<file path="src/rtl/ecsm_pkg.sv">
// Shared types, constants, field helpers and microcode for the curve scalar multiplier.
package ecsm_pkg;

  localparam int WORD_BITS = 32;
  localparam int CNT_BITS  = $clog2(WORD_BITS);

  typedef logic [WORD_BITS-1:0] word_t;
  typedef logic [4:0]           raddr_t;
  typedef logic [5:0]           pc_t;
  typedef logic [CNT_BITS-1:0]  bitcnt_t;

  localparam logic [1:0] CFG_MODULUS = 2'd0;
  localparam logic [1:0] CFG_COEFF_A = 2'd1;
  localparam logic [1:0] CFG_COEFF_B = 2'd2;

  typedef enum logic [3:0] {
    OP_NOP, OP_MOV, OP_ADD, OP_SUB, OP_MUL, OP_RED, OP_ONE, OP_LDE, OP_SHE, OP_OUT
  } op_t;

  typedef enum logic [3:0] {
    BR_NONE, BR_ALWAYS, BR_KZ, BR_NLAST, BR_CALL, BR_RET, BR_END,
    BR_PINF1, BR_PINF2, BR_NE, BR_Z1, BR_EZ, BR_E0Z
  } br_t;

  typedef enum logic [3:0] {
    FL_NONE, FL_ONC, FL_INIT, FL_PACC, FL_ACCW, FL_PDBL, FL_CURW, FL_KSH,
    FL_P3FIN, FL_P3INF, FL_P3P2
  } fl_t;

  // Register file map
  localparam raddr_t R_X   = 5'd0;
  localparam raddr_t R_Y   = 5'd1;
  localparam raddr_t R_A   = 5'd2;
  localparam raddr_t R_B   = 5'd3;
  localparam raddr_t R_AX  = 5'd4;
  localparam raddr_t R_AY  = 5'd5;
  localparam raddr_t R_CX  = 5'd6;
  localparam raddr_t R_CY  = 5'd7;
  localparam raddr_t R_P1X = 5'd8;
  localparam raddr_t R_P1Y = 5'd9;
  localparam raddr_t R_P2X = 5'd10;
  localparam raddr_t R_P2Y = 5'd11;
  localparam raddr_t R_P3X = 5'd12;
  localparam raddr_t R_P3Y = 5'd13;
  localparam raddr_t R_T0  = 5'd14;
  localparam raddr_t R_T1  = 5'd15;
  localparam raddr_t R_T2  = 5'd16;
  localparam raddr_t R_T3  = 5'd17;
  localparam raddr_t R_T4  = 5'd18;
  localparam raddr_t R_T5  = 5'd19;

  // Raw operand selects for the reduction op
  localparam raddr_t RAW_X = 5'd0;
  localparam raddr_t RAW_Y = 5'd1;
  localparam raddr_t RAW_A = 5'd2;
  localparam raddr_t RAW_B = 5'd3;

  // Program labels
  localparam pc_t PC_LOOP  = 6'd13;
  localparam pc_t PC_DBL   = 6'd20;
  localparam pc_t PC_FIN   = 6'd26;
  localparam pc_t PC_ADDPT = 6'd27;
  localparam pc_t PC_DIST  = 6'd37;
  localparam pc_t PC_INV   = 6'd39;
  localparam pc_t PC_ILOOP = 6'd42;
  localparam pc_t PC_ISQ   = 6'd45;
  localparam pc_t PC_SLOPE = 6'd47;
  localparam pc_t PC_PINF  = 6'd54;
  localparam pc_t PC_CPY2  = 6'd55;
  localparam pc_t PC_CPY1  = 6'd57;

  typedef struct packed {
    op_t    op;
    raddr_t dst;
    raddr_t s1;
    raddr_t s2;
    br_t    br;
    fl_t    fl;
    pc_t    tgt;
  } uins_t;

  typedef struct packed {
    logic   go;
    logic   load;
    op_t    op;
    raddr_t dst;
    raddr_t s1;
    raddr_t s2;
  } cmd_t;

  typedef struct packed {
    logic eq;
    logic z1;
    logic ez;
    logic e0;
    logic mul_done;
    logic m_small;
  } sts_t;

  // Both operands below m.
  function automatic word_t fadd(word_t u, word_t v, word_t m);
    logic [WORD_BITS:0] s;
    s = {1'b0, u} + {1'b0, v};
    if (s >= {1'b0, m}) begin
      s = s - {1'b0, m};
    end
    return s[WORD_BITS-1:0];
  endfunction

  function automatic word_t fsub(word_t u, word_t v, word_t m);
    logic [WORD_BITS:0] s;
    s = {1'b0, u} - {1'b0, v};
    if (u < v) begin
      s = s + {1'b0, m};
    end
    return s[WORD_BITS-1:0];
  endfunction

  function automatic uins_t mk(op_t op, raddr_t dst, raddr_t s1, raddr_t s2, br_t br,
                               fl_t fl, pc_t tgt);
    uins_t u;
    u.op  = op;
    u.dst = dst;
    u.s1  = s1;
    u.s2  = s2;
    u.br  = br;
    u.fl  = fl;
    u.tgt = tgt;
    return u;
  endfunction

  function automatic uins_t ucode(pc_t pc);
    uins_t u;
    case (pc)
      6'd0:  u = mk(OP_RED, R_X, RAW_X, R_X, BR_NONE, FL_NONE, PC_FIN);
      6'd1:  u = mk(OP_RED, R_Y, RAW_Y, R_X, BR_NONE, FL_NONE, PC_FIN);
      6'd2:  u = mk(OP_RED, R_A, RAW_A, R_X, BR_NONE, FL_NONE, PC_FIN);
      6'd3:  u = mk(OP_RED, R_B, RAW_B, R_X, BR_NONE, FL_NONE, PC_FIN);
      6'd4:  u = mk(OP_MUL, R_T0, R_Y, R_Y, BR_NONE, FL_NONE, PC_FIN);
      6'd5:  u = mk(OP_MUL, R_T1, R_X, R_X, BR_NONE, FL_NONE, PC_FIN);
      6'd6:  u = mk(OP_MUL, R_T1, R_T1, R_X, BR_NONE, FL_NONE, PC_FIN);
      6'd7:  u = mk(OP_MUL, R_T2, R_A, R_X, BR_NONE, FL_NONE, PC_FIN);
      6'd8:  u = mk(OP_ADD, R_T1, R_T1, R_T2, BR_NONE, FL_NONE, PC_FIN);
      6'd9:  u = mk(OP_ADD, R_T1, R_T1, R_B, BR_NONE, FL_NONE, PC_FIN);
      6'd10: u = mk(OP_NOP, R_T0, R_T0, R_T1, BR_NONE, FL_ONC, PC_FIN);
      6'd11: u = mk(OP_MOV, R_CX, R_X, R_X, BR_NONE, FL_INIT, PC_FIN);
      6'd12: u = mk(OP_MOV, R_CY, R_Y, R_Y, BR_NONE, FL_NONE, PC_FIN);
      // Scalar bit loop
      6'd13: u = mk(OP_NOP, R_T0, R_T0, R_T0, BR_KZ, FL_NONE, PC_DBL);
      6'd14: u = mk(OP_MOV, R_P1X, R_AX, R_AX, BR_NONE, FL_PACC, PC_FIN);
      6'd15: u = mk(OP_MOV, R_P1Y, R_AY, R_AY, BR_NONE, FL_NONE, PC_FIN);
      6'd16: u = mk(OP_MOV, R_P2X, R_CX, R_CX, BR_NONE, FL_NONE, PC_FIN);
      6'd17: u = mk(OP_MOV, R_P2Y, R_CY, R_CY, BR_CALL, FL_NONE, PC_ADDPT);
      6'd18: u = mk(OP_MOV, R_AX, R_P3X, R_P3X, BR_NONE, FL_ACCW, PC_FIN);
      6'd19: u = mk(OP_MOV, R_AY, R_P3Y, R_P3Y, BR_NONE, FL_NONE, PC_FIN);
      6'd20: u = mk(OP_MOV, R_P1X, R_CX, R_CX, BR_NONE, FL_PDBL, PC_FIN);
      6'd21: u = mk(OP_MOV, R_P1Y, R_CY, R_CY, BR_NONE, FL_NONE, PC_FIN);
      6'd22: u = mk(OP_MOV, R_P2X, R_CX, R_CX, BR_NONE, FL_NONE, PC_FIN);
      6'd23: u = mk(OP_MOV, R_P2Y, R_CY, R_CY, BR_CALL, FL_NONE, PC_ADDPT);
      6'd24: u = mk(OP_MOV, R_CX, R_P3X, R_P3X, BR_NONE, FL_CURW, PC_FIN);
      6'd25: u = mk(OP_MOV, R_CY, R_P3Y, R_P3Y, BR_NLAST, FL_KSH, PC_LOOP);
      6'd26: u = mk(OP_OUT, R_T0, R_AX, R_AY, BR_END, FL_NONE, PC_FIN);
      // Point addition subroutine: P3 = P1 + P2
      6'd27: u = mk(OP_NOP, R_T0, R_T0, R_T0, BR_PINF1, FL_NONE, PC_CPY2);
      6'd28: u = mk(OP_NOP, R_T0, R_T0, R_T0, BR_PINF2, FL_NONE, PC_CPY1);
      6'd29: u = mk(OP_NOP, R_T0, R_P1X, R_P2X, BR_NE, FL_NONE, PC_DIST);
      6'd30: u = mk(OP_NOP, R_T0, R_P1Y, R_P2Y, BR_NE, FL_NONE, PC_PINF);
      6'd31: u = mk(OP_NOP, R_T0, R_P1Y, R_P1Y, BR_Z1, FL_NONE, PC_PINF);
      6'd32: u = mk(OP_MUL, R_T0, R_P1X, R_P1X, BR_NONE, FL_NONE, PC_FIN);
      6'd33: u = mk(OP_ADD, R_T1, R_T0, R_T0, BR_NONE, FL_NONE, PC_FIN);
      6'd34: u = mk(OP_ADD, R_T1, R_T1, R_T0, BR_NONE, FL_NONE, PC_FIN);
      6'd35: u = mk(OP_ADD, R_T1, R_T1, R_A, BR_NONE, FL_NONE, PC_FIN);
      6'd36: u = mk(OP_ADD, R_T2, R_P1Y, R_P1Y, BR_ALWAYS, FL_NONE, PC_INV);
      6'd37: u = mk(OP_SUB, R_T1, R_P2Y, R_P1Y, BR_NONE, FL_NONE, PC_FIN);
      6'd38: u = mk(OP_SUB, R_T2, R_P2X, R_P1X, BR_NONE, FL_NONE, PC_FIN);
      // Fermat inversion of T2 into T3
      6'd39: u = mk(OP_ONE, R_T3, R_T0, R_T0, BR_NONE, FL_NONE, PC_FIN);
      6'd40: u = mk(OP_LDE, R_T0, R_T0, R_T0, BR_NONE, FL_NONE, PC_FIN);
      6'd41: u = mk(OP_MOV, R_T4, R_T2, R_T2, BR_NONE, FL_NONE, PC_FIN);
      6'd42: u = mk(OP_NOP, R_T0, R_T0, R_T0, BR_EZ, FL_NONE, PC_SLOPE);
      6'd43: u = mk(OP_NOP, R_T0, R_T0, R_T0, BR_E0Z, FL_NONE, PC_ISQ);
      6'd44: u = mk(OP_MUL, R_T3, R_T3, R_T4, BR_NONE, FL_NONE, PC_FIN);
      6'd45: u = mk(OP_MUL, R_T4, R_T4, R_T4, BR_NONE, FL_NONE, PC_FIN);
      6'd46: u = mk(OP_SHE, R_T0, R_T0, R_T0, BR_ALWAYS, FL_NONE, PC_ILOOP);
      6'd47: u = mk(OP_MUL, R_T5, R_T1, R_T3, BR_NONE, FL_NONE, PC_FIN);
      6'd48: u = mk(OP_MUL, R_T0, R_T5, R_T5, BR_NONE, FL_NONE, PC_FIN);
      6'd49: u = mk(OP_SUB, R_T0, R_T0, R_P1X, BR_NONE, FL_NONE, PC_FIN);
      6'd50: u = mk(OP_SUB, R_P3X, R_T0, R_P2X, BR_NONE, FL_NONE, PC_FIN);
      6'd51: u = mk(OP_SUB, R_T0, R_P1X, R_P3X, BR_NONE, FL_NONE, PC_FIN);
      6'd52: u = mk(OP_MUL, R_T0, R_T5, R_T0, BR_NONE, FL_NONE, PC_FIN);
      6'd53: u = mk(OP_SUB, R_P3Y, R_T0, R_P1Y, BR_RET, FL_P3FIN, PC_FIN);
      6'd54: u = mk(OP_NOP, R_T0, R_T0, R_T0, BR_RET, FL_P3INF, PC_FIN);
      6'd55: u = mk(OP_MOV, R_P3X, R_P2X, R_P2X, BR_NONE, FL_NONE, PC_FIN);
      6'd56: u = mk(OP_MOV, R_P3Y, R_P2Y, R_P2Y, BR_RET, FL_P3P2, PC_FIN);
      6'd57: u = mk(OP_MOV, R_P3X, R_P1X, R_P1X, BR_NONE, FL_NONE, PC_FIN);
      6'd58: u = mk(OP_MOV, R_P3Y, R_P1Y, R_P1Y, BR_RET, FL_P3FIN, PC_FIN);
      default: u = mk(OP_NOP, R_T0, R_T0, R_T0, BR_END, FL_NONE, PC_FIN);
    endcase
    return u;
  endfunction

endpackage

</file>
<file path="src/rtl/ecsm_dp.sv">
// Datapath: configuration registers, register file, modular add/sub and serial multiplier.
module ecsm_dp (
  input  logic                  clk,
  input  logic                  rst,
  input  logic                  cfg_valid,
  input  logic [1:0]            cfg_index,
  input  ecsm_pkg::word_t       cfg_data,
  input  ecsm_pkg::word_t       point_x,
  input  ecsm_pkg::word_t       point_y,
  input  ecsm_pkg::cmd_t        cmd,
  output ecsm_pkg::sts_t        sts,
  output ecsm_pkg::word_t       res_x,
  output ecsm_pkg::word_t       res_y
);

  ecsm_pkg::word_t modulus;
  ecsm_pkg::word_t coeff_a;
  ecsm_pkg::word_t coeff_b;
  ecsm_pkg::word_t raw_x;
  ecsm_pkg::word_t raw_y;
  ecsm_pkg::word_t mem [32];
  ecsm_pkg::word_t rd1;
  ecsm_pkg::word_t rd2;
  ecsm_pkg::word_t expo;
  ecsm_pkg::word_t mu;
  ecsm_pkg::word_t mv;
  ecsm_pkg::word_t mr;
  logic [ecsm_pkg::CNT_BITS:0] mcnt;
  logic            mbusy;
  logic            mul_done;
  logic            mul_start;
  ecsm_pkg::word_t mstep;
  ecsm_pkg::word_t mnext;
  ecsm_pkg::word_t raw_sel;
  logic            we;
  ecsm_pkg::word_t wdata;

  always_ff @(posedge clk) begin
    if (rst) begin
      modulus <= ecsm_pkg::word_t'(23);
      coeff_a <= ecsm_pkg::word_t'(1);
      coeff_b <= ecsm_pkg::word_t'(1);
    end else if (cfg_valid) begin
      case (cfg_index)
        ecsm_pkg::CFG_MODULUS: modulus <= cfg_data;
        ecsm_pkg::CFG_COEFF_A: coeff_a <= cfg_data;
        ecsm_pkg::CFG_COEFF_B: coeff_b <= cfg_data;
        default: ;
      endcase
    end
  end

  always_ff @(posedge clk) begin
    if (cmd.load) begin
      raw_x <= point_x;
      raw_y <= point_y;
    end
  end

  always_comb begin
    case (cmd.s1[1:0])
      ecsm_pkg::RAW_X[1:0]: raw_sel = raw_x;
      ecsm_pkg::RAW_Y[1:0]: raw_sel = raw_y;
      ecsm_pkg::RAW_A[1:0]: raw_sel = coeff_a;
      default:              raw_sel = coeff_b;
    endcase
  end

  // Multiplier: doubling on even steps, conditional add of mu on odd steps, MSB first.
  assign mul_start = cmd.go && (cmd.op == ecsm_pkg::OP_MUL || cmd.op == ecsm_pkg::OP_RED);
  assign mul_done  = mbusy && (mcnt == '1);
  assign mstep     = ecsm_pkg::fadd(mr, mcnt[0] ? mu : mr, modulus);
  assign mnext     = (mcnt[0] && !mv[ecsm_pkg::WORD_BITS-1]) ? mr : mstep;

  always_ff @(posedge clk) begin
    if (rst) begin
      mbusy <= 1'b0;
      mcnt  <= '0;
    end else if (mul_start) begin
      mbusy <= 1'b1;
      mcnt  <= '0;
    end else if (mbusy) begin
      mcnt <= mcnt + 1'b1;
      if (mul_done) begin
        mbusy <= 1'b0;
      end
    end
  end

  always_ff @(posedge clk) begin
    if (mul_start) begin
      mu <= (cmd.op == ecsm_pkg::OP_RED) ? ecsm_pkg::word_t'(1) : rd1;
      mv <= (cmd.op == ecsm_pkg::OP_RED) ? raw_sel : rd2;
      mr <= '0;
    end else if (mbusy) begin
      mr <= mnext;
      if (mcnt[0]) begin
        mv <= {mv[ecsm_pkg::WORD_BITS-2:0], 1'b0};
      end
    end
  end

  always_comb begin
    we    = 1'b0;
    wdata = mnext;
    if (mul_done) begin
      we = 1'b1;
    end else if (cmd.go) begin
      case (cmd.op)
        ecsm_pkg::OP_MOV: begin
          we    = 1'b1;
          wdata = rd1;
        end
        ecsm_pkg::OP_ADD: begin
          we    = 1'b1;
          wdata = ecsm_pkg::fadd(rd1, rd2, modulus);
        end
        ecsm_pkg::OP_SUB: begin
          we    = 1'b1;
          wdata = ecsm_pkg::fsub(rd1, rd2, modulus);
        end
        ecsm_pkg::OP_ONE: begin
          we    = 1'b1;
          wdata = ecsm_pkg::word_t'(1);
        end
        default: ;
      endcase
    end
  end

  always_ff @(posedge clk) begin
    rd1 <= mem[cmd.s1];
    rd2 <= mem[cmd.s2];
    if (we) begin
      mem[cmd.dst] <= wdata;
    end
  end

  always_ff @(posedge clk) begin
    if (cmd.go) begin
      case (cmd.op)
        ecsm_pkg::OP_LDE: expo <= modulus - ecsm_pkg::word_t'(2);
        ecsm_pkg::OP_SHE: expo <= expo >> 1;
        ecsm_pkg::OP_OUT: begin
          res_x <= rd1;
          res_y <= rd2;
        end
        default: ;
      endcase
    end
  end

  assign sts.eq       = (rd1 == rd2);
  assign sts.z1       = (rd1 == '0);
  assign sts.ez       = (expo == '0);
  assign sts.e0       = expo[0];
  assign sts.mul_done = mul_done;
  assign sts.m_small  = (modulus < ecsm_pkg::word_t'(3));

endmodule

</file>
<file path="src/rtl/ecsm_ctrl.sv">
// Controller: microcode sequencer, point flags, scalar bits and the item handshake.
module ecsm_ctrl (
  input  logic            clk,
  input  logic            rst,
  input  logic            in_valid,
  output logic            in_stall,
  input  ecsm_pkg::word_t scalar,
  output logic            out_valid,
  input  logic            out_stall,
  output ecsm_pkg::cmd_t  cmd,
  input  ecsm_pkg::sts_t  sts,
  output logic            res_inf,
  output logic            on_curve
);

  typedef enum logic [4:0] {
    S_IDLE  = 5'b00001,
    S_FETCH = 5'b00010,
    S_EXEC  = 5'b00100,
    S_WAIT  = 5'b01000,
    S_HOLD  = 5'b10000
  } state_t;

  state_t              state;
  ecsm_pkg::pc_t       pc;
  ecsm_pkg::pc_t       pc_next;
  ecsm_pkg::pc_t       ret;
  ecsm_pkg::uins_t     ins;
  ecsm_pkg::word_t     k;
  ecsm_pkg::bitcnt_t   cnt;
  logic                acc_inf;
  logic                cur_inf;
  logic                pinf1;
  logic                pinf2;
  logic                p3_inf;
  logic                accept;
  logic                take;

  assign ins       = ecsm_pkg::ucode(pc);
  assign in_stall  = (state != S_IDLE);
  assign accept    = in_valid && !in_stall;
  assign out_valid = (state == S_HOLD);
  assign res_inf   = acc_inf;

  assign cmd.go   = (state == S_EXEC);
  assign cmd.load = accept;
  assign cmd.op   = ins.op;
  assign cmd.dst  = ins.dst;
  assign cmd.s1   = ins.s1;
  assign cmd.s2   = ins.s2;

  always_comb begin
    case (ins.br)
      ecsm_pkg::BR_ALWAYS: take = 1'b1;
      ecsm_pkg::BR_CALL:   take = 1'b1;
      ecsm_pkg::BR_KZ:     take = !k[0];
      ecsm_pkg::BR_NLAST:  take = (cnt != '1);
      ecsm_pkg::BR_PINF1:  take = pinf1;
      ecsm_pkg::BR_PINF2:  take = pinf2;
      ecsm_pkg::BR_NE:     take = !sts.eq;
      ecsm_pkg::BR_Z1:     take = sts.z1;
      ecsm_pkg::BR_EZ:     take = sts.ez;
      ecsm_pkg::BR_E0Z:    take = !sts.e0;
      default:             take = 1'b0;
    endcase
    if (ins.br == ecsm_pkg::BR_RET) begin
      pc_next = ret;
    end else if (take) begin
      pc_next = ins.tgt;
    end else begin
      pc_next = pc + 6'd1;
    end
  end

  always_ff @(posedge clk) begin
    if (rst) begin
      state    <= S_IDLE;
      pc       <= '0;
      ret      <= '0;
      cnt      <= '0;
      acc_inf  <= 1'b1;
      cur_inf  <= 1'b0;
      pinf1    <= 1'b0;
      pinf2    <= 1'b0;
      p3_inf   <= 1'b0;
      on_curve <= 1'b0;
    end else begin
      case (state)
        S_IDLE: begin
          if (accept) begin
            if (sts.m_small) begin
              acc_inf  <= 1'b1;
              on_curve <= 1'b0;
              state    <= S_HOLD;
            end else begin
              pc    <= '0;
              state <= S_FETCH;
            end
          end
        end
        S_FETCH: state <= S_EXEC;
        S_EXEC: begin
          case (ins.fl)
            ecsm_pkg::FL_ONC:   on_curve <= sts.eq;
            ecsm_pkg::FL_INIT: begin
              acc_inf <= 1'b1;
              cur_inf <= 1'b0;
              cnt     <= '0;
            end
            ecsm_pkg::FL_PACC: begin
              pinf1 <= acc_inf;
              pinf2 <= cur_inf;
            end
            ecsm_pkg::FL_PDBL: begin
              pinf1 <= cur_inf;
              pinf2 <= cur_inf;
            end
            ecsm_pkg::FL_ACCW:  acc_inf <= p3_inf;
            ecsm_pkg::FL_CURW:  cur_inf <= p3_inf;
            ecsm_pkg::FL_KSH:   cnt     <= cnt + 1'b1;
            ecsm_pkg::FL_P3FIN: p3_inf  <= 1'b0;
            ecsm_pkg::FL_P3INF: p3_inf  <= 1'b1;
            ecsm_pkg::FL_P3P2:  p3_inf  <= pinf2;
            default: ;
          endcase
          if (ins.op == ecsm_pkg::OP_MUL || ins.op == ecsm_pkg::OP_RED) begin
            state <= S_WAIT;
          end else if (ins.br == ecsm_pkg::BR_END) begin
            state <= S_HOLD;
          end else begin
            pc    <= pc_next;
            state <= S_FETCH;
            if (ins.br == ecsm_pkg::BR_CALL) begin
              ret <= pc + 6'd1;
            end
          end
        end
        S_WAIT: begin
          if (sts.mul_done) begin
            pc    <= pc + 6'd1;
            state <= S_FETCH;
          end
        end
        S_HOLD: begin
          if (!out_stall) begin
            state <= S_IDLE;
          end
        end
        default: state <= S_IDLE;
      endcase
    end
  end

  // The scalar is taken at accept and consumed one bit per loop pass.
  always_ff @(posedge clk) begin
    if (accept) begin
      k <= scalar;
    end else if (state == S_EXEC && ins.fl == ecsm_pkg::FL_KSH) begin
      k <= k >> 1;
    end
  end

  a_wait_holds_pc: assert property (@(posedge clk) disable iff (rst)
    (state == S_WAIT && !sts.mul_done) |=> (state == S_WAIT && $stable(pc)))
    else $error("pc moved while a multiply was outstanding");

  a_last_bit_ends: assert property (@(posedge clk) disable iff (rst)
    (state == S_EXEC && ins.br == ecsm_pkg::BR_NLAST && cnt == '1) |=> (pc == ecsm_pkg::PC_FIN))
    else $error("scalar loop did not finish after the last bit");

  a_hold_waits: assert property (@(posedge clk) disable iff (rst)
    (state == S_HOLD && out_stall) |=> (state == S_HOLD))
    else $error("result dropped while stalled");

endmodule

</file>
<file path="src/rtl/ec_point_scalar_multiply.sv">
// Top level: elliptic-curve scalar multiplication with on-curve check.
// One item runs up to two point operations per scalar bit over 32 scalar bits; a point
// addition that is not a special case uses Fermat inversion at a 32-bit modulus.
// Throughput: one item at a time, set by the single shared bit-serial multiplier.
// Reset (synchronous, active high) returns to idle with p = 23, a = 1, b = 1.
module ec_point_scalar_multiply (
  input  logic                      clk,
  input  logic                      rst,
  input  logic                      in_valid,
  output logic                      in_stall,
  input  ecsm_pkg::word_t           point_x,
  input  ecsm_pkg::word_t           point_y,
  input  ecsm_pkg::word_t           scalar,
  output logic                      out_valid,
  input  logic                      out_stall,
  output ecsm_pkg::word_t           result_x,
  output ecsm_pkg::word_t           result_y,
  output logic                      result_at_infinity,
  output logic                      input_on_curve,
  input  logic                      cfg_valid,
  output logic                      cfg_ready,
  input  logic [1:0]                cfg_index,
  input  ecsm_pkg::word_t           cfg_data
);

  ecsm_pkg::cmd_t  cmd;
  ecsm_pkg::sts_t  sts;
  ecsm_pkg::word_t res_x;
  ecsm_pkg::word_t res_y;
  logic            res_inf;

  assign cfg_ready = 1'b1;

  ecsm_ctrl u_ctrl (
    .clk       (clk),
    .rst       (rst),
    .in_valid  (in_valid),
    .in_stall  (in_stall),
    .scalar    (scalar),
    .out_valid (out_valid),
    .out_stall (out_stall),
    .cmd       (cmd),
    .sts       (sts),
    .res_inf   (res_inf),
    .on_curve  (input_on_curve)
  );

  ecsm_dp u_dp (
    .clk       (clk),
    .rst       (rst),
    .cfg_valid (cfg_valid),
    .cfg_index (cfg_index),
    .cfg_data  (cfg_data),
    .point_x   (point_x),
    .point_y   (point_y),
    .cmd       (cmd),
    .sts       (sts),
    .res_x     (res_x),
    .res_y     (res_y)
  );

  // Coordinates read as zero when the result is the point at infinity.
  assign result_x           = res_inf ? '0 : res_x;
  assign result_y           = res_inf ? '0 : res_y;
  assign result_at_infinity = res_inf;

endmodule
</file>
<file path="config.mk">
export PLATFORM = sky130hd
export DESIGN_NAME = ec_point_scalar_multiply
export DESIGN_NICKNAME = d
export VERILOG_FILES = /design/src/rtl/ecsm_pkg.sv /design/src/rtl/ecsm_dp.sv /design/src/rtl/ecsm_ctrl.sv /design/src/rtl/ec_point_scalar_multiply.sv
export SDC_FILE = /design/constraint.sdc
export NUM_CORES = 2
export LEC_CHECK = 0
export BUFFER_PORTS_ARGS = -buffer_cell sky130_fd_sc_hd__buf_2
export CAP_MARGIN = 10
export CORE_MARGIN = 8
export CORE_UTILIZATION = 60
export CTS_CLUSTER_DIAMETER = 40
export DETAILED_ROUTE_END_ITERATION = 10
export GPL_ROUTABILITY_DRIVEN = 0
export HOLD_SLACK_MARGIN = 0.03
export PLACE_DENSITY = 0.76
export SYNTH_ARGS = -nofsm -noshare
export SYNTH_HDL_FRONTEND = slang
export SYNTH_HIERARCHICAL = 1
export SYNTH_SLANG_ARGS = --single-unit
</file>
<file path="constraint.sdc">
create_clock -name clk -period 15.1 [get_ports clk]
set_input_delay 2.265 -clock clk [delete_from_list [all_inputs] [get_ports clk]]
set_output_delay 2.265 -clock clk [all_outputs]
set_load 0.02 [all_outputs]
</file>
== Yosys cells after proc, flatten, opt, wreduce, memory -nomap -nowiden ==
Memories as Yosys holds them, arrays and structs flattened. A register that Yosys moved wholly into a read port is not among the register bits.
Index checks and enable logic that the tools add are counted.
Word-level totals
  flip-flop bits (word level): 419
  output and inout port bits: 69
  memories kept: 2
  bits in writable memories: 1024
  memory bits (read-only): 2112
  word-level logic and storage cells: 196
Operators by class
  bitwise operators: 2
  equality and inequality tests: 53
  order comparisons: 4
  multiplexer cells: 56
  $add $sub $neg: 10
  reductions and logical operators: 45
Memory list
  (no name shown): depth 64, bits a word 33, read ports 1, clocked after memory_dff 1, write ports 0, RTL line ecsm_pkg.sv:134  | case (pc)
  u_dp.mem: depth 32, bits a word 32, read ports 2, clocked after memory_dff 2, write ports 1, RTL line ecsm_dp.sv:21  | ecsm_pkg::word_t mem [32];
Operators with widths (number)
  $mux W32: 15
  $pmux W32 S4: 1
  $pmux W32 S3: 1
  $sub A32 B32 Y32: 3
  $add A32 B32 Y33: 2
  $ge A33 B32 Y1: 2
  $logic_not A32 Y1: 2
  $pmux W32 S2: 1
  $mux W6: 9
  $eq A4 B3 Y1 const B: 12
  $eq A4 B4 Y1 const B: 10
  $add A32 B32 Y32: 1
  $eq A32 B32 Y1: 1
  $lt A32 B2 Y1 const B: 1
  $lt A32 B32 Y1: 1
  $sub A32 B2 Y32 const B: 1
  $mux W5: 6
  $pmux W5 S5: 1
  $eq A4 B2 Y1 const B: 6
  $reduce_and A2 Y1: 11
  $pmux W6 S3: 1
  $reduce_bool A2 Y1: 8
  $mux W1: 13
  $add A6 B1 Y6 const B: 2
  30 further kinds: 59

== Longest topological paths before layout ==
  depth in word-level cells: 10
  depth in mapped cells: 28
  mapped depth without buffers: 24

== Modules after synthesis ==
The synthesis kept the hierarchy.
By module, submodules not included
  ecsm_dp: area each 75005.7 µm², cells an instance 5098, sequential area each 41459.8 µm², instances 1
  ecsm_ctrl: area each 5915.7 µm², cells an instance 728, sequential area each 2182.1 µm², instances 1
  ec_point_scalar_multiply: area each 648.1 µm², cells an instance 73, sequential area each 0.0 µm², instances 1

== Worst setup path after synthesis ==
OpenSTA, ideal clock, no wires.
  kind: reg-to-reg
  start: reg u_dp/mcnt[0] in the netlist's numbering
  end: mem u_dp/mem[0][30] in the netlist's numbering (data pin)
  slack: 7.585 ns
  cell stages (with the launch flop): 24
  required time: 14.621 ns
  arrival time: 7.036 ns
  library setup time: 0.479 ns
  path through: dfxtp_1 > clkbuf_1 > buf_1 > mux2_2 > ha_1 > a21oi_1 > o211ai_1 > a211oi_1 > o21ai_0 > a2111oi_0 > nor4_1 > or3b_2 > ha_1 > clkbuf_1 > nand4_1 > a31oi_1 > nor3_1 > and3_2 > nor4_2 > or2_1 > buf_2 > buf_4 > mux2i_1 > a221oi_1
On the way
  longest elaborated chain between the ends: 8
RTL lines
  start, declared: RTL line ecsm_dp.sv:28  | logic [ecsm_pkg::CNT_BITS:0] mcnt;
  start signal, assigned: RTL line ecsm_dp.sv:83  | mcnt <= mcnt + 1'b1;
  $mux W32: RTL line ecsm_dp.sv:72  | assign mstep = ecsm_pkg::fadd(mr, mcnt[0] ? mu : mr, modulus);
  $add A32 B32 Y33: RTL line ecsm_pkg.sv:103  | s = {1'b0, u} + {1'b0, v};
  $sub A32 B32 Y32 / $ge A33 B32 Y1 (equally long branches): RTL line ecsm_pkg.sv:105, ecsm_pkg.sv:104
  $mux W32: RTL line ecsm_pkg.sv:104  | if (s >= {1'b0, m}) begin
  $mux W32: RTL line ecsm_dp.sv:73  | assign mnext = (mcnt[0] && !mv[ecsm_pkg::WORD_BITS-1]) ? mr : mstep;
  $pmux W32 S4: RTL line ecsm_dp.sv:109  | case (cmd.op)
  $mux W32: RTL line ecsm_dp.sv:108  | end else if (cmd.go) begin
  $mux W32 (*): RTL line ecsm_dp.sv:106  | if (mul_done) begin
  net u_dp.wdata[30]: RTL line ecsm_dp.sv:36  | ecsm_pkg::word_t wdata;
  end, declared: RTL line ecsm_dp.sv:21
Mark *: on every way through the listed nets, which the timed path passes. The rest lies on a longest branch.

== Final worst setup path ==
  start: reg u_dp/mcnt[0] in the netlist's numbering
  end: mem u_dp/mem[7][20] in the netlist's numbering (data pin)
The elaborated chain is that of the path after synthesis.

==> flow_summary.toml <==
[run_status]
run_status = "completed"

[setup_path]
path_cells = "mux2_2 -> ha_1 -> o21ai_0 -> o21ai_0 -> nand2_1 -> o21ai_0 -> a2111oi_0 -> o311ai_0 -> or3b_2 -> ha_1 -> o21ai_0 -> a31oi_1 -> nor3_1 -> and3_2 -> nor4_2 -> buf_4 -> or2_1 -> buf_4 -> mux2i_1 -> a21oi_1 -> o22a_1"
path_common_cell = "o21ai_0"
start_kind = "flop"
cpMaxStageDelayCell = "o22a_1"
endpoint_kind = "flop"
critPathMaxFanout = 32
critPathRequiredTime_ns = 15.58
worstSetupPathType = "flop to flop"
cp_data_arrival_time_ns = 8.19
crit_path_max_incr_delay_ns = 0.93

[floorplan]
rows = 135
ios = 204
die_h_um = 385
die_area_um2 = 148000
die_width_um = 385
design.core.area_um2 = 135000
initial_utilization = 0.604

[drt]
ant_nets = 0
drc_errors = 0
via_per_inst = 7.28
first_pass_iters = 10
wl_mm = 270
num_vias = 58100
wl_per_cell_um = 33.7
drt-initial-drc-count = 9124

[timing]
slew-limit-headroom = 0.105
rsz0062_at_grt = "no"
setup_viol = 0
tns_ns = 0
clock.fmax_ghz = 0.130
finClkSkew_ns = 0.0671
timing.final.crit_share = 0.511
tightest_slew_ns = 1.34
setup_ws_ns = 7.38
hold_viol_final = 0
finalCriticalPeriod_ns = 7.72
drv_slew = 0

[yosys]
avgSynthCellArea_um2 = 13.8
ys.warnings.count = 6
synthTopCellsByArea = "edfxtp_1 (47%), mux4_2 (19%), dfxtp_1 (6.4%)"
netlist.area_leader.share = 0.471
synth_edf_count = 1280
async_reset_ff_frac = 0
synth_cell_types = 114
ys_seq_area_frac = 0.535
syn-num-nets = 6250
synth-seq-cells = 1540
syn_inst = 5899
synth_flop_cell = "edfxtp_1"
yosysTopAreaCell = "edfxtp_1"
synth_area_um2 = 81600

[placement]
dp.cells = 7611
hpwl_mm = 162
io_buffers = 202
post-place-ws_ns = 7.31

[clock_tree]
cts_made_buffers = 195
cts_resized = 0
cts_tree = "done"
clock-root-buffer = "clkbuf_16"
clk_latency_ns = 0.84
h-tree-depth = 4
post-cts-setup-buffer-count = 0
clkTransAtPathRegs_ns = 0.06
cts_num_sinks = 1540
hold_buffers = 0
clock_path_buffers = 3

[global_route]
grt_max_degree = 147
overflow = 0
grt_pass1_wl_mm = 386
grt_use_total = 0.357
grt_pass1_vias = 56500
grt_antenna_before_repair = 19

[flow_run]
maxCapViolCount = 0

[cells_and_area]
top_register = "u_dp/mem"
largest_register_ffs = 1024
drive_above_1_share = 0.265
final_nets = 6386
num-fill-cells = 9040
stdcell_count = 7991
syn_to_final_growth_pct = 11.8

[min_path]
hp-class = "flop to flop"
==> metal layers <==
metal  share of wire  vias to the layer above  GRT usage  wire length [um]
met4           0.070                       10      0.202             18900
li1                -                    23500          -                 -
met2            0.45                     4907      0.536            120000
met5         0.00027                        -          0                73
met1            0.33                    28700      0.462             90100
met3            0.15                     1067      0.113             40300
==> path summary, 6_finish.rpt <==
check	startpoint	to	cells after the start	slack (ns)
hold reg to reg	u_dp/coeff_a[22]	u_dp/coeff_a[22]	2	0.45
hold / removal	u_dp/coeff_a[22]	u_dp/coeff_a[22]	2	0.45
setup reg to reg	u_dp/mcnt[0]	u_dp/mem[7][20]	21	7.38
setup / recovery	u_dp/mcnt[0]	u_dp/mem[7][20]	21	7.38
==> per-stage QoR <==
| step | utilization | instance area [um^2] | hold slack [ns] |
|---|---|---|---|
| 3_5_place_dp | 0.625 | 84400 | 0.446 |
| 4_1_cts | 0.674 | 91100 | 0.453 |
| 6_report | 0.675 | 91200 | 0.454 |
| 5_1_grt | 0.675 | 91200 | 0.468 |
| 3_3_place_gp | 0.625 | 84400 | 0.438 |
| 2_1_floorplan | - | 81600 | 0.432 |
==> cell usage after synthesis (13+ instances only) <==
library cell / instances
o21bai_1: 23
nor2b_2: 61
a22oi_1: 16
nand2_1: 570
a21oi_1: 352
and2_1: 22
nand4_1: 32
o31ai_1: 20
nand3_1: 72
buf_2: 31
clkbuf_1: 244
o21ai_0: 234
mux2i_1: 51
nor2_1: 323
a211o_1: 19
o211ai_1: 44
mux4_2: 672
nand3b_1: 13
buf_1: 67
dfxtp_1: 260
xor2_1: 50
nor3_1: 68
buf_4: 35
mux2_2: 112
a21o_1: 74
buf_6: 17
a211oi_1: 64
or3_1: 25
nand2b_1: 27
nor4_1: 37
inv_1: 171
and3_1: 37
nor2b_1: 69
o21a_1: 23
edfxtp_1: 1280
a221o_1: 13
xnor2_1: 133
a31oi_1: 39
ha_1: 210
==> cell usage in the layout, fill, tap and decap left out, drive strengths merged, types with 45 or more instances in the layout <==
master and instances:
a211oi 66, a21o 74, a21oi 355, buf 338, clkbuf 236, clkinv 70
dfxtp 260, edfxtp 1280, ha 210, inv 212, mux2 116, mux2i 51
mux4 672, nand2 575, nand3 72, nor2 326, nor2b 130, nor3 68
o211ai 45, o21ai 241, xnor2 133, xor2 50
==> cell type report <==
class	instances	area (um^2)	share of cell area
tap	1781	2230	0.0244
inverter	179	693	0.00760
timing repair buffer	338	2130	0.0233
multi-input combinational	3781	35800	0.392
sequential	1540	43700	0.479
clock inverter	131	1540	0.0168
antenna	5	12.5	0.000137
clock buffer	236	5150	0.0564
==> logic make-up after synthesis <==
group,Yosys count,share of synthesized area
XOR/XNOR,183,0.0196
flip-flops,1540,0.535
multiplexers,839,0.208
other,1,0.0000460
AO/OA/AOI/OAI,1113,0.0886
adder cells (fa/ha/maj),216,0.0337
buffers and inverters,578,0.0311
AND/OR/NAND/NOR,1429,0.0839
==> worst max-delay path: cells and delay by family (launching register included) <==
kind            cells  cell delay (ns)
compound gates      9             3.20
simple gates        6             1.41
fa+ha+maj           2             0.82
flops               1             0.70
buf+inv             2             0.62
mux                 2             0.60
Power is not shown: default switching activity piles up to over one toggle a cycle in this logic, so the estimate is an artifact.
